<file path="src/sv/sat_pkg.sv">
// Shared types and codes for the socket association table.
`default_nettype none
package sat_pkg;

  localparam logic [2:0] FUNC_UPSERT = 3'd0;
  localparam logic [2:0] FUNC_SET_REMOTE = 3'd1;
  localparam logic [2:0] FUNC_LOOKUP = 3'd2;
  localparam logic [2:0] FUNC_FIND_PORT = 3'd3;
  localparam logic [2:0] FUNC_FORGET = 3'd4;

  localparam logic [4:0] DGRAM_CODE = 5'd2;

  // One table slot. The handle is stored already masked to the key width.
  typedef struct packed {
    logic        valid;
    logic [31:0] handle;
    logic [15:0] port;
    logic        port_known;
    logic [4:0]  sock_type;
    logic        connected;
    logic [31:0] peer_ip;
    logic [15:0] peer_port;
  } entry_t;

  typedef struct packed {
    logic hit;
    logic free;
  } cmp_res_t;

endpackage
`default_nettype wire

</file>
<file path="src/sv/sat_cmp.sv">
// Shared slot compare unit: key or port match, and free-slot detect.
`default_nettype none
module sat_cmp (
  input  sat_pkg::entry_t    entry_i,
  input  wire                by_port_i,
  input  wire  [31:0]        key_i,
  input  wire  [15:0]        port_i,
  output sat_pkg::cmp_res_t  res_o
);
  import sat_pkg::*;

  logic key_eq;
  logic port_eq;

  assign key_eq  = entry_i.handle == key_i;
  // port_known implies a nonzero port, so port 0 never matches
  assign port_eq = entry_i.port_known && (entry_i.port == port_i);

  assign res_o.hit  = entry_i.valid && (by_port_i ? port_eq : key_eq);
  assign res_o.free = !entry_i.valid;

endmodule
`default_nettype wire

</file>
<file path="config.mk">
export PLATFORM = sky130hd
export DESIGN_NAME = sat_cmp
export DESIGN_NICKNAME = d
export VERILOG_FILES = /design/src/sv/sat_pkg.sv /design/src/sv/sat_cmp.sv
export SDC_FILE = /design/constraint.sdc
export NUM_CORES = 1
export LEC_CHECK = 0
export BUFFER_PORTS_ARGS = -buffer_cell sky130_fd_sc_hd__buf_2
export CORE_AREA = 2 2 61 63
export DETAILED_ROUTE_END_ITERATION = 12
export DIE_AREA = 0 0 63 65
export PLACE_DENSITY = 0.7
export SYNTH_ARGS = -nofsm -noshare
export SYNTH_HDL_FRONTEND = slang
export SYNTH_SLANG_ARGS = --single-unit
</file>
<file path="constraint.sdc">
create_clock -name vclk -period 1.2
set_input_delay 0.12 -clock vclk [all_inputs]
set_output_delay 0.12 -clock vclk [all_outputs]
set_load 0.01 [all_outputs]
</file>
After elaboration in Yosys (flattened, before gate mapping)
Cells that the tools add are included.
Storage, ports and cells
  register bits: 0
  output and inout port bits: 2
  input bits: 153
  logic and storage cells: 6
Operators by class
  equal/unequal tests: 2
  muxes and demuxes: 1
  reduce and logical (&&, ||, !) cells: 3
Operator list (count)
  32-bit equality test: 1
  16-bit equality test: 1
  1-bit logical AND: 2
  1-bit logical NOT: 1
  1-bit 2-to-1 mux: 1

Logic depth before layout (Yosys ltp)
Gate-level depths: netlist of run 1.
  word-level depth: 4
  gate-level depth with buffers: 5
  mapped depth without buffers: 5

Least setup slack after synthesis of run 1
No wires, ideal clock.
  path kind: input port to output port
  from: input port key_i[26]
  to: output port res_o[1] (netlist bit)
  path buffers: 0
  data required time: 1080 ps
  stages on the path: 5
  arrival: 1032 ps
  setup slack: 48 ps
  cell sequence: xnor2_1 > nand4_1 > nor4_1 > nand4_1 > o41ai_2
RTL lines
  start, declared: line sat_cmp.sv:6  | input wire [31:0] key_i,
  end, declared: line sat_cmp.sv:8  | output sat_pkg::cmp_res_t res_o

==> results of run 1 <==
[power by group through the flow]
stage | logic, mW | clock network (mW) | registers (mW)
2_1_floorplan | 0.146 | 0 | 0
3_3_place_gp | 0.349 | 0 | 0
3_5_place_dp | 0.354 | 0 | 0
4_1_cts | 0.363 | 0 | 0
5_1_grt | 0.405 | 0 | 0
6_report | 0.370 | 0 | 0
[layer usage]
layer | vias to the layer above | GRT usage [%] | share of wire (%)
met2 | 72 | 18.88 | 49
met4 | 0 | 0 | 0
met1 | 339 | 9.375 | 37
met3 | 0 | 1.736 | 14
li1 | 439 | - | -
met5 | - | 0 | 0
[worst max-delay path by stage]
stage	from	to	slack, ns
after floorplan	key_i[26]	res_o[1]	0.05
after global placement	key_i[10]	res_o[1]	-0.35
after detailed placement	key_i[10]	res_o[1]	-0.40
after CTS	key_i[10]	res_o[1]	-0.33
after global routing	key_i[25]	res_o[1]	-0.42
final	key_i[25]	res_o[1]	-0.28
[cells in the mapped netlist, drive strengths merged]
master   n  share of area, %
o41ai    1               3.0
inv      1              0.69
nor4     5               5.8
xor2    12                19
xnor2   36                58
nand4   11                13
[cell type report]
type	count	share of cell area, %
Inverter	1	0.3188
Tap cell	48	5.101
Multi-Input combinational cell	65	49.84
Timing Repair Buffer	103	44.74
[what timing repair did]
item,4_1_cts,5_1_grt
pin swaps,0,3
gates cloned,0,0
hold buffers,0,0
endpoints found under the setup margin,1,1
resized for setup,3,5
[cells by family after synthesis]
| family | synth area share, % |
|---|---|
| buffers and inverters | 0.6938 |
| and+or+nand+nor | 18.52 |
| xor gates and xnor gates | 77.78 |
| AOI/OAI and AO/OA | 3.010 |
[cell usage in the layout, fill, tap and decap left out]
cell type / count
xnor2_2: 5
nor4_2: 2
xnor2_1: 31
o41ai_2: 1
nand4_1: 11
buf_4: 2
buf_6: 1
nor4_1: 3
xor2_1: 12
inv_1: 1
buf_2: 100
[worst max-delay path, delay by kind of cell]
kind                   cells  cell delay [ns]
AND/OR/NAND/NOR            3             0.60
buffers and inverters      2             0.29
AO/OA/AOI/OAI              1             0.21
XOR/XNOR                   1             0.14
==> impl_results.md, run 1 <==
- Gr usage total: 8.897%
- Initial Util: 15.46%
- RePlAce Congestion: 0.7237
- PnR worst setup slack: -0.2823 ns
- Critical-path cell list: buf_2, xnor2_2, nand4_1, nor4_2, nand4_1, o41ai_2, buf_2
- Die height: 65 um
- Final Hold Vio Count: 0
- Fin cells: 217
- RSZ-0062 raised after global routing: true
- Area occupied by multi-input gates: 586.8 um^2
- DR iter-0 viols: 1
- Core Area: 3496 um^2
- Min-delay worst type: input port to primary output
- Crit path time final: 1.482 ns
- CP max stage delay: 0.31 ns
- Setup TNS: -0.2823 ns
- Syn Nets: 219
- Max Slew Vio Count: 0
- Post-DR wirelength/cell: 9.608 um
- Remaining DRCs: 0
- Post-Syn Area per Cell: 8.190 um^2
- Worst EP arrival: 1.36 ns
- Antenna cells: 0
- Crit path kind: input port to primary output
- Sequential power share: 0%
- IO buf count: 101
- First-pass GRT wire length: 2994 um
- FP Rows: 22
- Required time of the critical path: 1.08 ns
- Nets@finish: 324
- DP Area: 1121 um^2
- FF+latch count: 0
- Storage cell area: 0 um^2
- Switch share: 37.25%
- Hold Path Cell Cnt: 4
- P_int: 0.2321 mW
- Cell count after synthesis: 66
- Post-synthesis sequential area ratio: 0%
- Initial antenna violation count: 0
- Final core utilization: 33.68%
- Worst IR Drop VDD: 0.1051 mV
- Routed Antenna Nets: 0
- Die area: 4095 um^2
- Status: complete, but fails checks
- Layout cells sized above 1: 65.68%
- Clk network pwr share: 0%
- Startpoint Class: input port
- Detailed-route via count: 850
- Hold Path Sink: res_o[0]
- Postcts setup bufs: 0
- Post-route design area: 1177 um^2
- Failing checks: setup timing
- FILL cells: 395
- Layout Area Growth over Synthesis: 117.8%
- Final period util: 123.5%
- Final setup violation count: 1
- Hold Slack: 0.6246 ns
- P_leak: 0.5856 nW
- Worst slew pin tran: 0.2801 ns
- Largest net degree at the start of global routing: 3
- Die X: 63 um
- Slew HR: 81.15%
- Placed cells: 217
- Maxcap violations: 0
- Number of global-route vias before repair: 807
- CP Max Fanout: 1
- Total power: 0.3698 mW
- Setup crit end kind: primary output
- First drt pass iteration count: 2
- Hpwl dp: 2030 um
- Switching Power: 0.1378 mW
- Post-Syn Area: 540.5 um^2
- Clkbuf count: 0
- PwrDens: 314.1 nW/um^2
- Top Ports: 155
- Dpl ws: -0.4000 ns
- GR Overflow Total: 0
- Via/cell ratio: 3.917
- Overall routed net length: 2085 um
- Slowest CP cell: nor4_2
- Ys Warns: 0
- Comb pwr share: 100.0%
- Achievable Freq: 674.6 MHz
- Synth cell types: 6
- HP Start: entry_i[103]
No activity file was read; power rests on OpenSTA's default activity.
==> inputs of run 2 (changes only) <==
--- a/config.mk
+++ b/config.mk
@@ -5,11 +5,12 @@
 export SDC_FILE = /design/constraint.sdc
 export NUM_CORES = 1
 export LEC_CHECK = 0
+export ABC_AREA = 1
 export BUFFER_PORTS_ARGS = -buffer_cell sky130_fd_sc_hd__buf_2
-export CORE_AREA = 2 2 61 63
+export CORE_MARGIN = 10
+export CORE_UTILIZATION = 27
 export DETAILED_ROUTE_END_ITERATION = 12
-export DIE_AREA = 0 0 63 65
-export PLACE_DENSITY = 0.7
+export PLACE_DENSITY = 0.86
 export SYNTH_ARGS = -nofsm -noshare
 export SYNTH_HDL_FRONTEND = slang
 export SYNTH_SLANG_ARGS = --single-unit
==> run 2 against run 1 <==
Against the previous run:
- fmax rose by 22%
- count of clock-buffer cells in the layout did not move
- flip-flop and latch count unchanged
- wire length up 51%
- critical path depth grew 5
- sequential share of layout area is the same
- combinational power up 5.9%
- the flow still finishes with violations (setup timing)
- total power rose by 6.1%
- worst setup slack gained 0.27 ns
- area after synthesis up 55%
==> impl_results.md, run 2 <==
- Initial Util: 27.88% (+12 points)
- PnR worst setup slack: -0.01128 ns (+0.2711 ns)
- Initial antenna violation count: 0 (unchanged)
- DR iter-0 viols: 12 (+11)
- Switch share: 44.80% (+7.5 points)
- Setup crit end kind: primary output
- Synth cell types: 17 (+11)
- Syn Nets: 341 (+56%)
- Die area: 5727 um^2 (+40%)
- Maxcap violations: 0 (unchanged)
- CP Max Fanout: 2 (+1)
- Clk network pwr share: 0% (unchanged)
- Hpwl dp: 3038 um (+50%)
- Final setup violation count: 1 (unchanged)
- Number of global-route vias before repair: 1,268 (+57%)
- Detailed-route via count: 1,309 (+54%)
- Fin cells: 322 (+48%)
- PwrDens: 281.3 nW/um^2 (-10%)
- P_leak: 0.9679 nW (+65%)
- Comb pwr share: 100.0% (about the same)
- Achievable Freq: 825.6 MHz (+22%)
- Leading area contributor after synthesis: nand2_1
- Remaining DRCs: 0 (unchanged)
- Antenna cells: 0 (unchanged)
- Max Slew Vio Count: 0 (unchanged)
- Slew HR: 88.44% (+7.3 points)
- Post-synth top cells: 74 x nand2_1, 45 x inv_1, 25 x nor2_1, 10 x xnor2_1, 7 x xor2_1
- Nets@finish: 444 (+37%)
- Worst IR Drop VDD: 0.1105 mV (+5.1%)
- Final period util: 100.9% (-23 points)
- Layout cells sized above 1: 37.72% (-28 points)
- Sequential power share: 0% (unchanged)
- Area contributors post-synth: nand2_1 33%, inv_1 20%, nor2_1 11%
- FF+latch count: 0 (unchanged)
- Top-count cell post-synth: nand2_1
- Die height: 75.68 um (+16%)
- Crit path time final: 1.211 ns (-0.2711 ns)
- Ys Warns: 0 (unchanged)
- Final Hold Vio Count: 0 (unchanged)
- FILL cells: 336 (-15%)
- Core Area: 3003 um^2 (-14%)
- Post-synth top area share: 33.18% (-25 points)
- Commonest non-fill, non-tap cells in the layout: 100 x buf_2, 74 x nand2_1, 44 x inv_1, 25 x nor2_1, 10 x xnor2_1
- Switching Power: 0.1758 mW (+28%)
- Top Ports: 155 (unchanged)
- Postcts setup bufs: 0 (unchanged)
- Post-DR wirelength/cell: 9.807 um (+2.1%)
- Post-Syn Area per Cell: 4.452 um^2 (-46%)
- Die X: 75.68 um (+20%)
- First-pass GRT wire length: 4816 um (+61%)
- Post-synthesis sequential area ratio: 0% (unchanged)
- Overall routed net length: 3158 um (+51%)
- Required time of the critical path: 1.08 ns (about the same)
- FP Rows: 20 (-9.1%)
- GR Overflow Total: 0 (unchanged)
- Clkbuf count: 0 (unchanged)
- CP Launch Point: key_i[11]
- Cell count after synthesis: 188 (+180%)
- IO buf count: 101 (unchanged)
- Worst slew pin tran: 0.1724 ns (-0.1077 ns)
- Largest net degree at the start of global routing: 3 (unchanged)
- Total power: 0.3925 mW (+6.1%)
- P_int: 0.2167 mW (-6.6%)
- Area occupied by multi-input gates: 661.9 um^2 (+13%)
- Worst EP arrival: 1.09 ns (-0.27 ns)
- Gr usage total: 9.939% (+1.0 points)
- Via/cell ratio: 4.065 (+3.8%)
- First drt pass iteration count: 4 (+2)
- Placed cells: 322 (+48%)
- Storage cell area: 0 um^2 (unchanged)
- Min-delay worst type: input port to primary output
- Layout Area Growth over Synthesis: 66.67%
- Status: complete, but fails checks
- Most common cell after layout, fill and taps aside: buf_2
- Failing checks: setup timing
- Cts hold-fix bufs: 0 (unchanged)
- Startpoint Class: input port
- Routed Antenna Nets: 0 (unchanged)
- RSZ-0062 raised after global routing: true
- Crit path kind: input port to primary output
- Post-Syn Area: 837.1 um^2 (+55%)
- HP Start: entry_i[103]
- RePlAce Congestion: 0.7223 (-0.19%)
-- run 2: cell count changes in the layout (fill, tap and decap cells not counted), moves of 3 or more --
cell and change:
nand4_1 -10, xnor2_1 -21, xor2_1 -5, nor2_1 +25
nand2_1 +74, nor4_1 -3, nand3_1 +6, o21ai_1 +4
xnor2_2 -5, inv_2 +4, or2_0 +3, inv_1 +43
-- run 2: path summary, 6_finish.rpt --
check        to  depth (start not counted)
max    res_o[1]                         12
min    res_o[0]                          3
-- run 2: power groups by stage --
stage / combinational [mW] / clock, mW / sequential (mW)
finish: 0.392 / 0 / 0
global route: 0.454 / 0 / 0
floorplan: 0.185 / 0 / 0
global placement: 0.381 / 0 / 0
detailed placement: 0.391 / 0 / 0
CTS: 0.397 / 0 / 0
-- run 2: cell families (layout without fill, tap and decap cells) --
family | after synthesis | count (layout) | synth area share, %
xor gates and xnor gates | 17 | 17 | 17.79
and+or+nand+nor | 115 | 115 | 55.61
AOI/OAI and AO/OA | 8 | 8 | 5.081
buffers and inverters | 48 | 149 | 21.52
-- run 2: critical path, cell delays in order --
cell     delay [ns]
buf_2          0.09
inv_1          0.03
nand2_1        0.04
nand2_1        0.05
nor2_1         0.12
nand2_1        0.07
nor2_1         0.10
nand3_1        0.10
nor2_1         0.11
nor2_1         0.05
nor2_1         0.07
buf_2          0.14
-- run 2: layer usage --
metal / GRT usage, % / up-vias / routed length [um]
li1: - / 743 / -
met1: 9.474 / 503 / 1121
met2: 19.92 / 63 / 1501
met3: 4.557 / 0 / 536
met4: 0 / 0 / 0
met5: 0 / - / 0
-- run 2: repair_timing --
action,CTS,global route
gates cloned,0,0
resized for setup,2,1
endpoints found under the setup margin,1,1
-- run 2: area by class of cell --
class	count	area share [%]
tap	33	2.960
timing repair buffer	101	36.68
inverter	48	12.91
multi-input combinational	140	47.44
-- run 2: per-stage QoR --
stage               setup TNS (ns)  area, um^2  hold WS (ns)  util (%)  setup slack, ns
finish                    -0.01128        1395        0.4856     46.46         -0.01128
global placement          -0.09948        1384        0.4847     46.08         -0.09948
global route               -0.1356        1395        0.5032     46.46          -0.1356
CTS                       -0.05973        1395        0.4886     46.46         -0.05973
detailed placement        -0.08587        1384        0.4886     46.08         -0.08587
floorplan                        0       837.1        0.2911         -           0.2455
==> inputs of run 3 (changes only) <==
--- a/config.mk
+++ b/config.mk
@@ -7,10 +7,11 @@
 export LEC_CHECK = 0
 export ABC_AREA = 1
 export BUFFER_PORTS_ARGS = -buffer_cell sky130_fd_sc_hd__buf_2
-export CORE_MARGIN = 10
-export CORE_UTILIZATION = 27
+export CORE_AREA = 2 2 59 61
 export DETAILED_ROUTE_END_ITERATION = 12
-export PLACE_DENSITY = 0.86
+export DIE_AREA = 0 0 61 63
+export PLACE_DENSITY_LB_ADDON = 0.1
+export SKIP_LAST_GASP = 1
 export SYNTH_ARGS = -nofsm -noshare
 export SYNTH_HDL_FRONTEND = slang
 export SYNTH_SLANG_ARGS = --single-unit
==> run 3 against run 2 <==
Against the previous run:
- the flow now finishes without violations
- first-iteration DRC count up 25%
- worst setup slack better by 0.030 ns
- worst hold slack worse by 0.0080 ns
- via count down 2.1%
- final cell count up 4.0%
- core utilization down 3.0 points
- largest cell class unchanged
- highest routed layer unchanged
==> impl_results.md, run 3 (synthesis results as in run 2) <==
- Layout Area Growth over Synthesis: 67.86%
- Detailed-route via count: 1,282 (-2.1%)
- Critical-path cell list: buf_2, inv_1, nand2_1, nand2_1, nor2_1, nand2_1, nor2_1, nand3_1, nor2_1, nor2_1, nor2_1, buf_2
- P_leak: 0.9668 nW (-0.11%)
- Initial antenna violation count: 0 (unchanged)
- Dpl ws: -0.04926 ns (+0.03660 ns)
- Slew HR: 87.59% (-0.85 points)
- First-pass GRT wire length: 3843 um (-20%)
- Max Slew Vio Count: 0 (unchanged)
- Post-DR wirelength/cell: 7.409 um (-24%)
- Number of global-route vias before repair: 1,100 (-13%)
- CP Max Fanout: 2 (unchanged)
- Min-delay worst type: input port to primary output
- Largest net degree at the start of global routing: 3 (unchanged)
- Worst IR Drop VDD: 0.08356 mV (-24%)
- Final Hold Vio Count: 0 (unchanged)
- Clkbuf count: 0 (unchanged)
- Comb pwr share: 100.0% (about the same)
- RSZ-0062 raised after global routing: true
- Crit path kind: input port to primary output
- Switch share: 45.04% (+0.24 points)
- FF+latch count: 0 (unchanged)
- Via/cell ratio: 3.827 (-5.9%)
- Achievable Freq: 846.4 MHz (+2.5%)
- Overall routed net length: 2482 um (-21%)
- Setup crit end kind: primary output
- GR Overflow Total: 0 (unchanged)
- DR iter-0 viols: 15 (+3)
- Critical path's top delay family: simple AND/OR/NAND/NOR gates
- Status: completed
- Clk network pwr share: 0% (unchanged)
- Top Ports: 155 (unchanged)
- RePlAce Congestion: 0.6770 (-6.3%)
- Post-route design area: 1405 um^2 (+0.72%)
- Final period util: 98.46% (-2.5 points)
- Layout cells sized above 1: 37.37% (-0.35 points)
- Worst EP arrival: 1.06 ns (-0.03 ns)
- Startpoint Class: input port
- Die height: 63 um (-17%)
- Hpwl dp: 2353 um (-23%)
- CP max stage delay: 0.13 ns (about the same)
- Most common cell after layout, fill and taps aside: buf_2
- Remaining DRCs: 0 (unchanged)
- CP Launch Point: key_i[22]
- PwrDens: 277.8 nW/um^2 (-1.3%)
- Worst slew pin tran: 0.1847 ns (+0.01229 ns)
- Slowest CP cell: buf_2
- First drt pass iteration count: 2 (-2)
- Final setup violation count: 0 (-1)
- P_int: 0.2145 mW (-0.98%)
- Cell repeated most along the worst path: nor2_1
- Die area: 3843 um^2 (-33%)
- Cts hold-fix bufs: 0 (unchanged)
- Switching Power: 0.1758 mW (about the same)
- Maxcap violations: 0 (unchanged)
- FP Rows: 21 (+5.0%)
- Gr usage total: 11.94% (+2.0 points)
- Final core utilization: 43.48% (-3.0 points)
- Core Area: 3232 um^2 (+7.6%)
- Routed Antenna Nets: 0 (unchanged)
- Die X: 61 um (-19%)
- HP Start: entry_i[103]
- Sequential power share: 0% (unchanged)
- Nets@finish: 444 (unchanged)
- PnR worst setup slack: 0.01846 ns (+0.02974 ns)
- Antenna cells: 0 (unchanged)
- Initial Util: 25.90% (-2.0 points)
- DP Area: 1400 um^2 (+1.2%)
- Storage cell area: 0 um^2 (unchanged)
- Commonest non-fill, non-tap cells in the layout: 101 x buf_2, 74 x nand2_1, 45 x inv_1, 25 x nor2_1, 10 x xnor2_1
- Required time of the critical path: 1.08 ns (about the same)
- Postcts setup bufs: 0 (unchanged)
- Crit path time final: 1.182 ns (-0.02974 ns)
- CP bufs+invs: 3 (unchanged)
- IO buf count: 101 (unchanged)
==> run 3: changes by cell type in the layout (fill, tap and decap cells not counted) <==
cell | previous run | this run
inv_1 | 44 | 45
buf_2 | 100 | 101
inv_2 | 4 | 3
buf_6 | 1 | 0
==> run 3: worst paths after layout <==
kind | end | slack (ns) | cells after the start
setup / recovery | res_o[1] | 0.02 | 12
hold / removal | res_o[0] | 0.48 | 3
==> run 3: power groups by stage <==
stage	clock [mW]	combinational (mW)	sequential, mW
floorplan	0	0.185	0
global placement	0	0.387	0
detailed placement	0	0.392	0
CTS	0	0.397	0
global route	0	0.452	0
finish	0	0.390	0
==> run 3: area by class of cell <==
class	count	area (um^2)
Fill cell	395	1827
Multi-Input combinational cell	140	661.9
Tap cell	46	57.56
Inverter	48	180.2
Timing Repair Buffer	101	505.5
==> run 3: metal layers <==
| layer | global-route usage, % | part of all wire [%] | vias to the layer above |
|---|---|---|---|
| li1 | - | - | 741 |
| met4 | 0 | 0 | 0 |
| met1 | 14.41 | 44 | 476 |
| met5 | 0 | 0 | - |
| met3 | 1.656 | 13 | 0 |
| met2 | 22.85 | 43 | 65 |
==> run 3: metrics by stage <==
stage	cells	TNS (ns)	hold slack (ns)	power (mW)
2_1_floorplan	188	0	0.2911	0.1849
3_5_place_dp	335	-0.04926	0.4783	0.3916
6_report	335	0	0.4776	0.3903
4_1_cts	335	-0.03001	0.4797	0.3970
3_3_place_gp	335	-0.04947	0.4772	0.3874
5_1_grt	335	-0.1789	0.5039	0.4516
==> run 3: worst min-delay path, stage by stage <==
cell and delay [ns]:
buf_2 0.07, inv_1 0.04, buf_2 0.13
==> run 3: what timing repair did <==
item,in CTS,in global routing
resized for setup,1,0
endpoints found under the setup margin,1,1
pin swaps,0,0
